==> src/fvnh_pkg.sv <==
`default_nettype none
package fvnh_pkg;

    localparam int CHUNK_EDGE_DEF  = 32;
    localparam int MAX_OCTAVES_DEF = 16;
    localparam int CURVE_BITS_DEF  = 10;

    localparam int CFG_IDX_W  = 3;
    localparam int CFG_DATA_W = 32;

    typedef enum logic [CFG_IDX_W-1:0] {
        REG_OCTAVES    = 3'd0,
        REG_AMPLITUDE  = 3'd1,
        REG_SMOOTHNESS = 3'd2,
        REG_OFFSET     = 3'd3,
        REG_ROUGHNESS  = 3'd4,
        REG_SEED       = 3'd5,
        REG_WATER      = 3'd6
    } t_cfg_idx;

    localparam logic [4:0]         RST_OCTAVES    = 5'd5;
    localparam logic [9:0]         RST_AMPLITUDE  = 10'd120;
    localparam logic [15:0]        RST_SMOOTHNESS = 16'd1035;
    localparam logic signed [9:0]  RST_OFFSET     = 10'sd0;
    localparam logic [15:0]        RST_ROUGHNESS  = 16'd49152;
    localparam logic [31:0]        RST_SEED       = 32'd0;
    localparam logic [7:0]         RST_WATER      = 8'd64;

    localparam int MU_W = 17;
    localparam int WT_W = 17;

    localparam logic [31:0]        HASH_MUL  = 32'd60493;
    localparam logic [31:0]        HASH_ADD1 = 32'd19990303;
    localparam logic [31:0]        HASH_ADD2 = 32'd1376312589;
    localparam logic signed [31:0] ONE_Q30   = 32'sh4000_0000;
    localparam logic [63:0]        HALF_ARC  = 64'd1685774664;
    localparam logic [WT_W-1:0]    WT_ONE    = 17'd65536;

    // final scaling: num / (105 * 2^22), reciprocal exact for 27-bit dividends
    localparam int          DEN_SHIFT   = 22;
    localparam longint     DEN_HALF    = 64'sd220200960;
    localparam longint     SAT_LIM     = 64'sd461794883665920;
    localparam int          QUOT_W      = 27;
    localparam logic [27:0] RECIP       = 28'd163617802;
    localparam int          RECIP_SHIFT = 34;
    localparam int          AMP_K       = 32256;
    localparam int          OFF_K       = 26880;
    localparam int          SCALE_K     = 50;
    localparam int          OUT_W       = 20;
    localparam logic [19:0] OUT_MAX     = 20'hFFFFF;
    localparam logic [19:0] OUT_ONE     = 20'd256;

    typedef struct packed {
        logic valid;
        logic neg;
    } t_ctl;

    // (1 - cos(pi*f)) / 2 as sin^2, Taylor series in Q30, rounded to Q16
    function automatic logic [MU_W-1:0] curve_mu(input int unsigned idx,
                                                 input int unsigned bits);
        logic [63:0] phi;
        logic [63:0] phi2;
        logic [63:0] term;
        logic [63:0] sum;
        logic [63:0] sq;
        phi  = (64'(idx) * HALF_ARC) >> bits;
        phi2 = (phi * phi) >> 30;
        term = ((phi * phi2) >> 30) / 6;
        sum  = phi - term;
        term = ((term * phi2) >> 30) / 20;
        sum  = sum + term;
        term = ((term * phi2) >> 30) / 42;
        sum  = sum - term;
        term = ((term * phi2) >> 30) / 72;
        sum  = sum + term;
        term = ((term * phi2) >> 30) / 110;
        sum  = sum - term;
        term = ((term * phi2) >> 30) / 156;
        sum  = sum + term;
        term = ((term * phi2) >> 30) / 210;
        sum  = sum - term;
        if (sum > 64'd1073741824) begin
            sum = 64'd1073741824;
        end
        sq = (sum * sum + (64'd1 << 43)) >> 44;
        return sq[MU_W-1:0];
    endfunction

    // a + (b - a) * mu / 2^16, rounded half up
    function automatic logic signed [31:0] blend(input logic signed [31:0] a,
                                                 input logic signed [31:0] b,
                                                 input logic [MU_W-1:0] mu);
        logic signed [32:0] d;
        logic signed [50:0] p;
        d = 33'(b) - 33'(a);
        p = d * $signed({1'b0, mu});
        p = p + 51'sd32768;
        return a + 32'(p >>> 16);
    endfunction

endpackage
`default_nettype wire

==> src/fvnh_div_cell.sv <==
`default_nettype none
module fvnh_div_cell import fvnh_pkg::*; #(
    parameter int QW = 46
) (
    input  wire logic          i_clk,
    input  wire logic          i_rst_n,
    input  wire logic          i_en,
    input  wire logic [15:0]   i_div,
    input  wire t_ctl          i_ctl,
    input  wire logic [15:0]   i_rx,
    input  wire logic [QW-1:0] i_qx,
    input  wire logic [15:0]   i_rz,
    input  wire logic [QW-1:0] i_qz,
    output t_ctl               o_ctl,
    output logic [15:0]        o_rx,
    output logic [QW-1:0]      o_qx,
    output logic [15:0]        o_rz,
    output logic [QW-1:0]      o_qz
);

    t_ctl          r_ctl;
    logic [15:0]   r_rx, r_rz;
    logic [QW-1:0] r_qx, r_qz;
    logic [16:0]   w_tx, w_tz;
    logic          w_gx, w_gz;

    // one restoring step per axis: dividend bit leaves the top of q, quotient bit enters at the bottom
    assign w_tx = {i_rx, i_qx[QW-1]};
    assign w_tz = {i_rz, i_qz[QW-1]};
    assign w_gx = (w_tx >= {1'b0, i_div});
    assign w_gz = (w_tz >= {1'b0, i_div});

    always_ff @(posedge i_clk) begin
        if (!i_rst_n) begin
            r_ctl <= '0;
        end else if (i_en) begin
            r_ctl <= i_ctl;
        end
    end

    always_ff @(posedge i_clk) begin
        if (i_en) begin
            r_rx <= w_gx ? 16'(w_tx - {1'b0, i_div}) : w_tx[15:0];
            r_rz <= w_gz ? 16'(w_tz - {1'b0, i_div}) : w_tz[15:0];
            r_qx <= {i_qx[QW-2:0], w_gx};
            r_qz <= {i_qz[QW-2:0], w_gz};
        end
    end

    assign o_ctl = r_ctl;
    assign o_rx  = r_rx;
    assign o_qx  = r_qx;
    assign o_rz  = r_rz;
    assign o_qz  = r_qz;

endmodule
`default_nettype wire

==> config.mk <==
export PLATFORM = sky130hd
export DESIGN_NAME = fvnh_div_cell
export DESIGN_NICKNAME = d
export VERILOG_FILES = /design/src/fvnh_pkg.sv /design/src/fvnh_div_cell.sv
export SDC_FILE = /design/constraint.sdc
export NUM_CORES = 1
export LEC_CHECK = 0
export BUFFER_PORTS_ARGS = -buffer_cell sky130_fd_sc_hd__buf_2
export CAP_MARGIN = 0
export CORE_MARGIN = 3
export CORE_UTILIZATION = 23
export CTS_BUF_LIST = sky130_fd_sc_hd__clkbuf_4 sky130_fd_sc_hd__clkbuf_8
export CTS_CLUSTER_DIAMETER = 200
export DETAILED_ROUTE_END_ITERATION = 10
export PLACE_DENSITY = 0.42
export SYNTH_ARGS = -nofsm -noshare
export SYNTH_HDL_FRONTEND = slang
export SYNTH_SLANG_ARGS = --single-unit
==> constraint.sdc <==
create_clock -name i_clk -period 7.6 [get_ports i_clk]
set_input_delay 0.76 -clock i_clk [delete_from_list [all_inputs] [get_ports i_clk]]
set_output_delay 0.76 -clock i_clk [all_outputs]
set_load 0.005 [all_outputs]
Word level (Yosys, flattened, before mapping)
Index checks and enable logic that the tools add are counted.
{"block": "word_totals", "register_bits": 126, "latchBits": 0, "mem_bits_rw": 0, "mem_bits_ro": 0, "input_bits": 145, "out_inout_bits": 126, "wordCells": 12, "mem_count": 0}
{"block": "classes", "addsub": 2, "n_mul": 0, "div": 0, "magnitude_cmp": 2, "eq_ne": 0, "shift": 0, "muxes": 2, "bitwise_logic": 0, "reduce_logical": 0}
{"operator": ">= comparator 17 x 16 -> 1 bit", "n": 2}
{"operator": "two-way mux 16 bit", "n": 2}
{"operator": "subtractor 16 bit", "n": 2}

Longest topological paths before layout
{"block": "logic_depth", "ltp_word": 2, "depth_mapped": 11, "ltp_nobuf": 9}

Worst setup path before layout
Ideal clock, no wire load.
{"block": "synth_timing", "path_kind": "input to register", "startpoint": "input i_div[1]", "endpoint": "register r_rx[10] (netlist: o_rx[10]), data pin", "arrival_time_ns": 2.738, "required_time_ns": 7.340, "setup_slack_ns": 4.601, "cell_stages": 9, "path_buffers": 1, "cell_sequence": "inv_1 > ha_1 > nor2b_4 > o31a_1 > o31ai_4 > a21oi_2 > a221oi_4 > buf_8 > mux2_4"}
{"block": "synth_via", "elab_chain_len": 2, "word_cells_on_any_way": 3}
{"element": "start: declaration", "line": "fvnh_div_cell.sv:8", "text": "input wire logic [15:0] i_div,"}
{"element": "subtractor 16 bit / >= comparator 17 x 16 -> 1 bit (equally long branches)", "line": "fvnh_div_cell.sv:43, fvnh_div_cell.sv:30"}
{"element": "two-way mux 16 bit (*)", "line": "fvnh_div_cell.sv:43", "text": "r_rx <= w_gx ? 16'(w_tx - {1'b0, i_div}) : w_tx[15:0];"}
{"element": "end signal: assignment", "line": "fvnh_div_cell.sv:43"}
{"element": "end: declaration", "line": "fvnh_div_cell.sv:22", "text": "logic [15:0] r_rx, r_rz;"}
Mark *: on every way between the ends. The rest lies on a longest branch, timed or not.
A chain may end at the register's enable or synchronous reset.

Final worst setup path
{"block": "layout_timing", "startpoint": "input i_div[1]", "endpoint": "register r_rx[4] (netlist: o_rx[4]), data pin"}
Same word-level chain as after synthesis.

==> metrics <==
status complete, no violations; largest net degree at the start of global routing 77; Switching Fraction 0.2695; Worst VDD drop 0.00009983 V; Post-synth top flop edfxtp_1; design internal power approximately 1.4 mW; post_cts resized 0; TritonCTS clock tree yes; Post-synth EDFFs about 120; max_cap viols 0; Flop pwr share 0.459; share of cells above drive strength 1 0.4773; Synth warnings 0; gp weighted congestion ~0.88; endpoint class of the critical path flip-flop; CP max FO 17; final core occ 0.3199; Fillers 2,583; Slew Limit Headroom 0.2536; leakage 3.510 nW; die height 167.0 um; H-tree levels 4; design area 8103 sq um; Avg Inst Size Synth 14.46 sq um; antenna-violating nets left 0; Final HPWL DP 15.75 mm; worst skew pair latency between 400 and 500 ps; Clock Power Share 0.357; # rows 58; vias roughly 4,500; Core Region around 25,000 sq um; synth-to-layout area growth 35.99%; Psw roughly 0.5 mW; Final Hold Viols 0; Final WS setup 4280 ps; Die X about 170 um; Root Buffer clkbuf_8; first-pass GRT wire length around 29 mm; Post-CTS Hold Fix Bufs 0; GRT Util Overall 0.1357; DRT iter0 DRCs 251; Layout Skew 0 ps; Area after DPL 7666 sq um; RSZ-0062 raised after global routing no; Top-Level Pins 271; Syn Nets 591; Residual DRC 0; Yosys reg bits 126; post-CTS setup buffers 0; 1st-pass router iterations 6; Initial Util 0.2353; Hold WC Path Type input port to flip-flop; antenna violations before repair 2; CP required 7780 ps; vias in the first global route 4,661; crit path launch type input port; Tcrit/Tclk final 0.4369; Synth async-reset ratio 0; Seq/Total Area, Yosys 0.6317; DIE AREA about 28,000 sq um; Final TNS setup 0 ps; Total Wirelength 19.46 mm; synth unique cells 59; CP Class input port to flip-flop; clock sinks around 130; fin crit period approximately 3300 ps; clock buffer depth 2; PD cells 232.5 nW/um^2; Final Slew Violations 0; vias per inst 4.324; Worst-Margin Slew approximately 1100 ps; Place WS 3764 ps; combinational power share 0.184; fmax 301.2 MHz; Num CTS Buffers 17; # setup viols final 0; Port Buf Inserts 270; CP Data Arrival Time 3500 ps; Mapped Cells 412; gr ovfl total 0; mean routed wirelength per cell 18.78 um; post-synthesis cell area 5958 sq um; Reg clk slew, reported paths 90 ps; # diodes 0; R2R Setup Slk 7000 ps; # nets final 873
-- flip-flops by register name, indices dropped and copies added, names as in the netlist --
register,cells
o_ctl,2
o_qx,46
o_qz,46
o_rx,16
o_rz,16
-- area by class of cell --
type	instances	area (sq um)	area share
flip-flops and latches	126	3764	0.4645
well taps	330	412.9	0.05096
multi-input cells	254	2038	0.2515
inverters	24	90.09	0.01112
repair buffers	271	1361	0.1680
clock buffers	17	234.0	0.02888
clock inverters	14	202.7	0.02502
-- final timing paths --
| path | start | end | cells after the start |
|---|---|---|---|
| max | i_div[1] | o_rx[4] | 9 |
| min | i_qx[33] | o_qx[34] | 1 |
| max reg2reg | o_ctl[0] | o_ctl[0] | 2 |
| min reg2reg | o_ctl[1] | o_ctl[1] | 2 |
-- synth_stat cells, types with 3 or more instances --
master	number	share of area
nor2b_1	7	0.0073
mux2_2	14	0.026
clkbuf_1	3	0.0019
a211o_1	3	0.0044
nor3_1	11	0.0092
edfxtp_1	124	0.62
o21ai_1	3	0.0025
ha_1	32	0.067
nand2_1	14	0.0088
inv_1	24	0.015
o21ai_0	14	0.012
a21oi_1	23	0.019
mux2i_1	6	0.010
nand4_1	5	0.0052
xor2_1	10	0.015
nor2_1	20	0.013
a21o_1	7	0.0088
a31oi_1	4	0.0042
or3_1	3	0.0032
nand2b_1	3	0.0032
xnor2_1	12	0.018
and2_1	3	0.0032
nand3_1	8	0.0067
o21a_1	6	0.0076
mux2_4	9	0.023
-- routing by layer --
metal | track usage | part of all wire | vias up
met3 | 0.04747 | 0.081 | 11
met1 | 0.1549 | 0.39 | 2131
met4 | 0.03049 | 0.0072 | 4
met2 | 0.2446 | 0.52 | 204
li1 | - | - | 2130
met5 | 0 | 0.0017 | -
-- through the flow --
stage	hold WS [ps]	cells	power (mW)
detailed placement	518.3	1005	1.234
global placement	496.5	1005	1.232
global route	454.1	1036	1.987
finish	499.4	1036	1.884
floorplan	507.3	412	1.060
CTS	457.2	1036	1.924
-- worst max-delay path: stages --
cell and delay, ps:
buf_2 160, inv_1 90, ha_1 300, nor2b_4 130
o31a_1 290, o31ai_4 270, a21oi_2 130, a221oi_4 930
mux2_2 420
-- power by group through the flow --
| stage | Clock, mW | Combinational [mW] | Sequential, mW |
|---|---|---|---|
| 6_report | 0.673 | 0.346 | 0.864 |
| 2_1_floorplan | 0 | 0.171 | 0.889 |
| 3_3_place_gp | 0 | 0.350 | 0.882 |
| 3_5_place_dp | 0 | 0.353 | 0.882 |
| 4_1_cts | 0.702 | 0.355 | 0.867 |
| 5_1_grt | 0.731 | 0.384 | 0.872 |
-- cells in the final DEF, fill, tap and decap left out, drive strengths merged, types with 5 or more instances in the layout --
master    n
xnor2    12
ha       32
mux2i     6
edfxtp  124
nand2    14
buf     271
a21o      7
mux2     23
nor3     11
clkbuf   17
inv      32
o21a      6
nand4     5
nand3     9
nor2     20
a31oi     6
o21ai    18
xor2     10
a21oi    25
nor2b     8
-- cell families after synthesis --
logic type,synth area share
and+or+nand+nor,0.07917
adders and majority gates,0.07392
xor gates and xnor gates,0.03234
AOI/OAI and AO/OA,0.09744
DFF,0.6317
muxes,0.05922
buffers and inverters,0.02625
(Power assumes the default switching activity.)
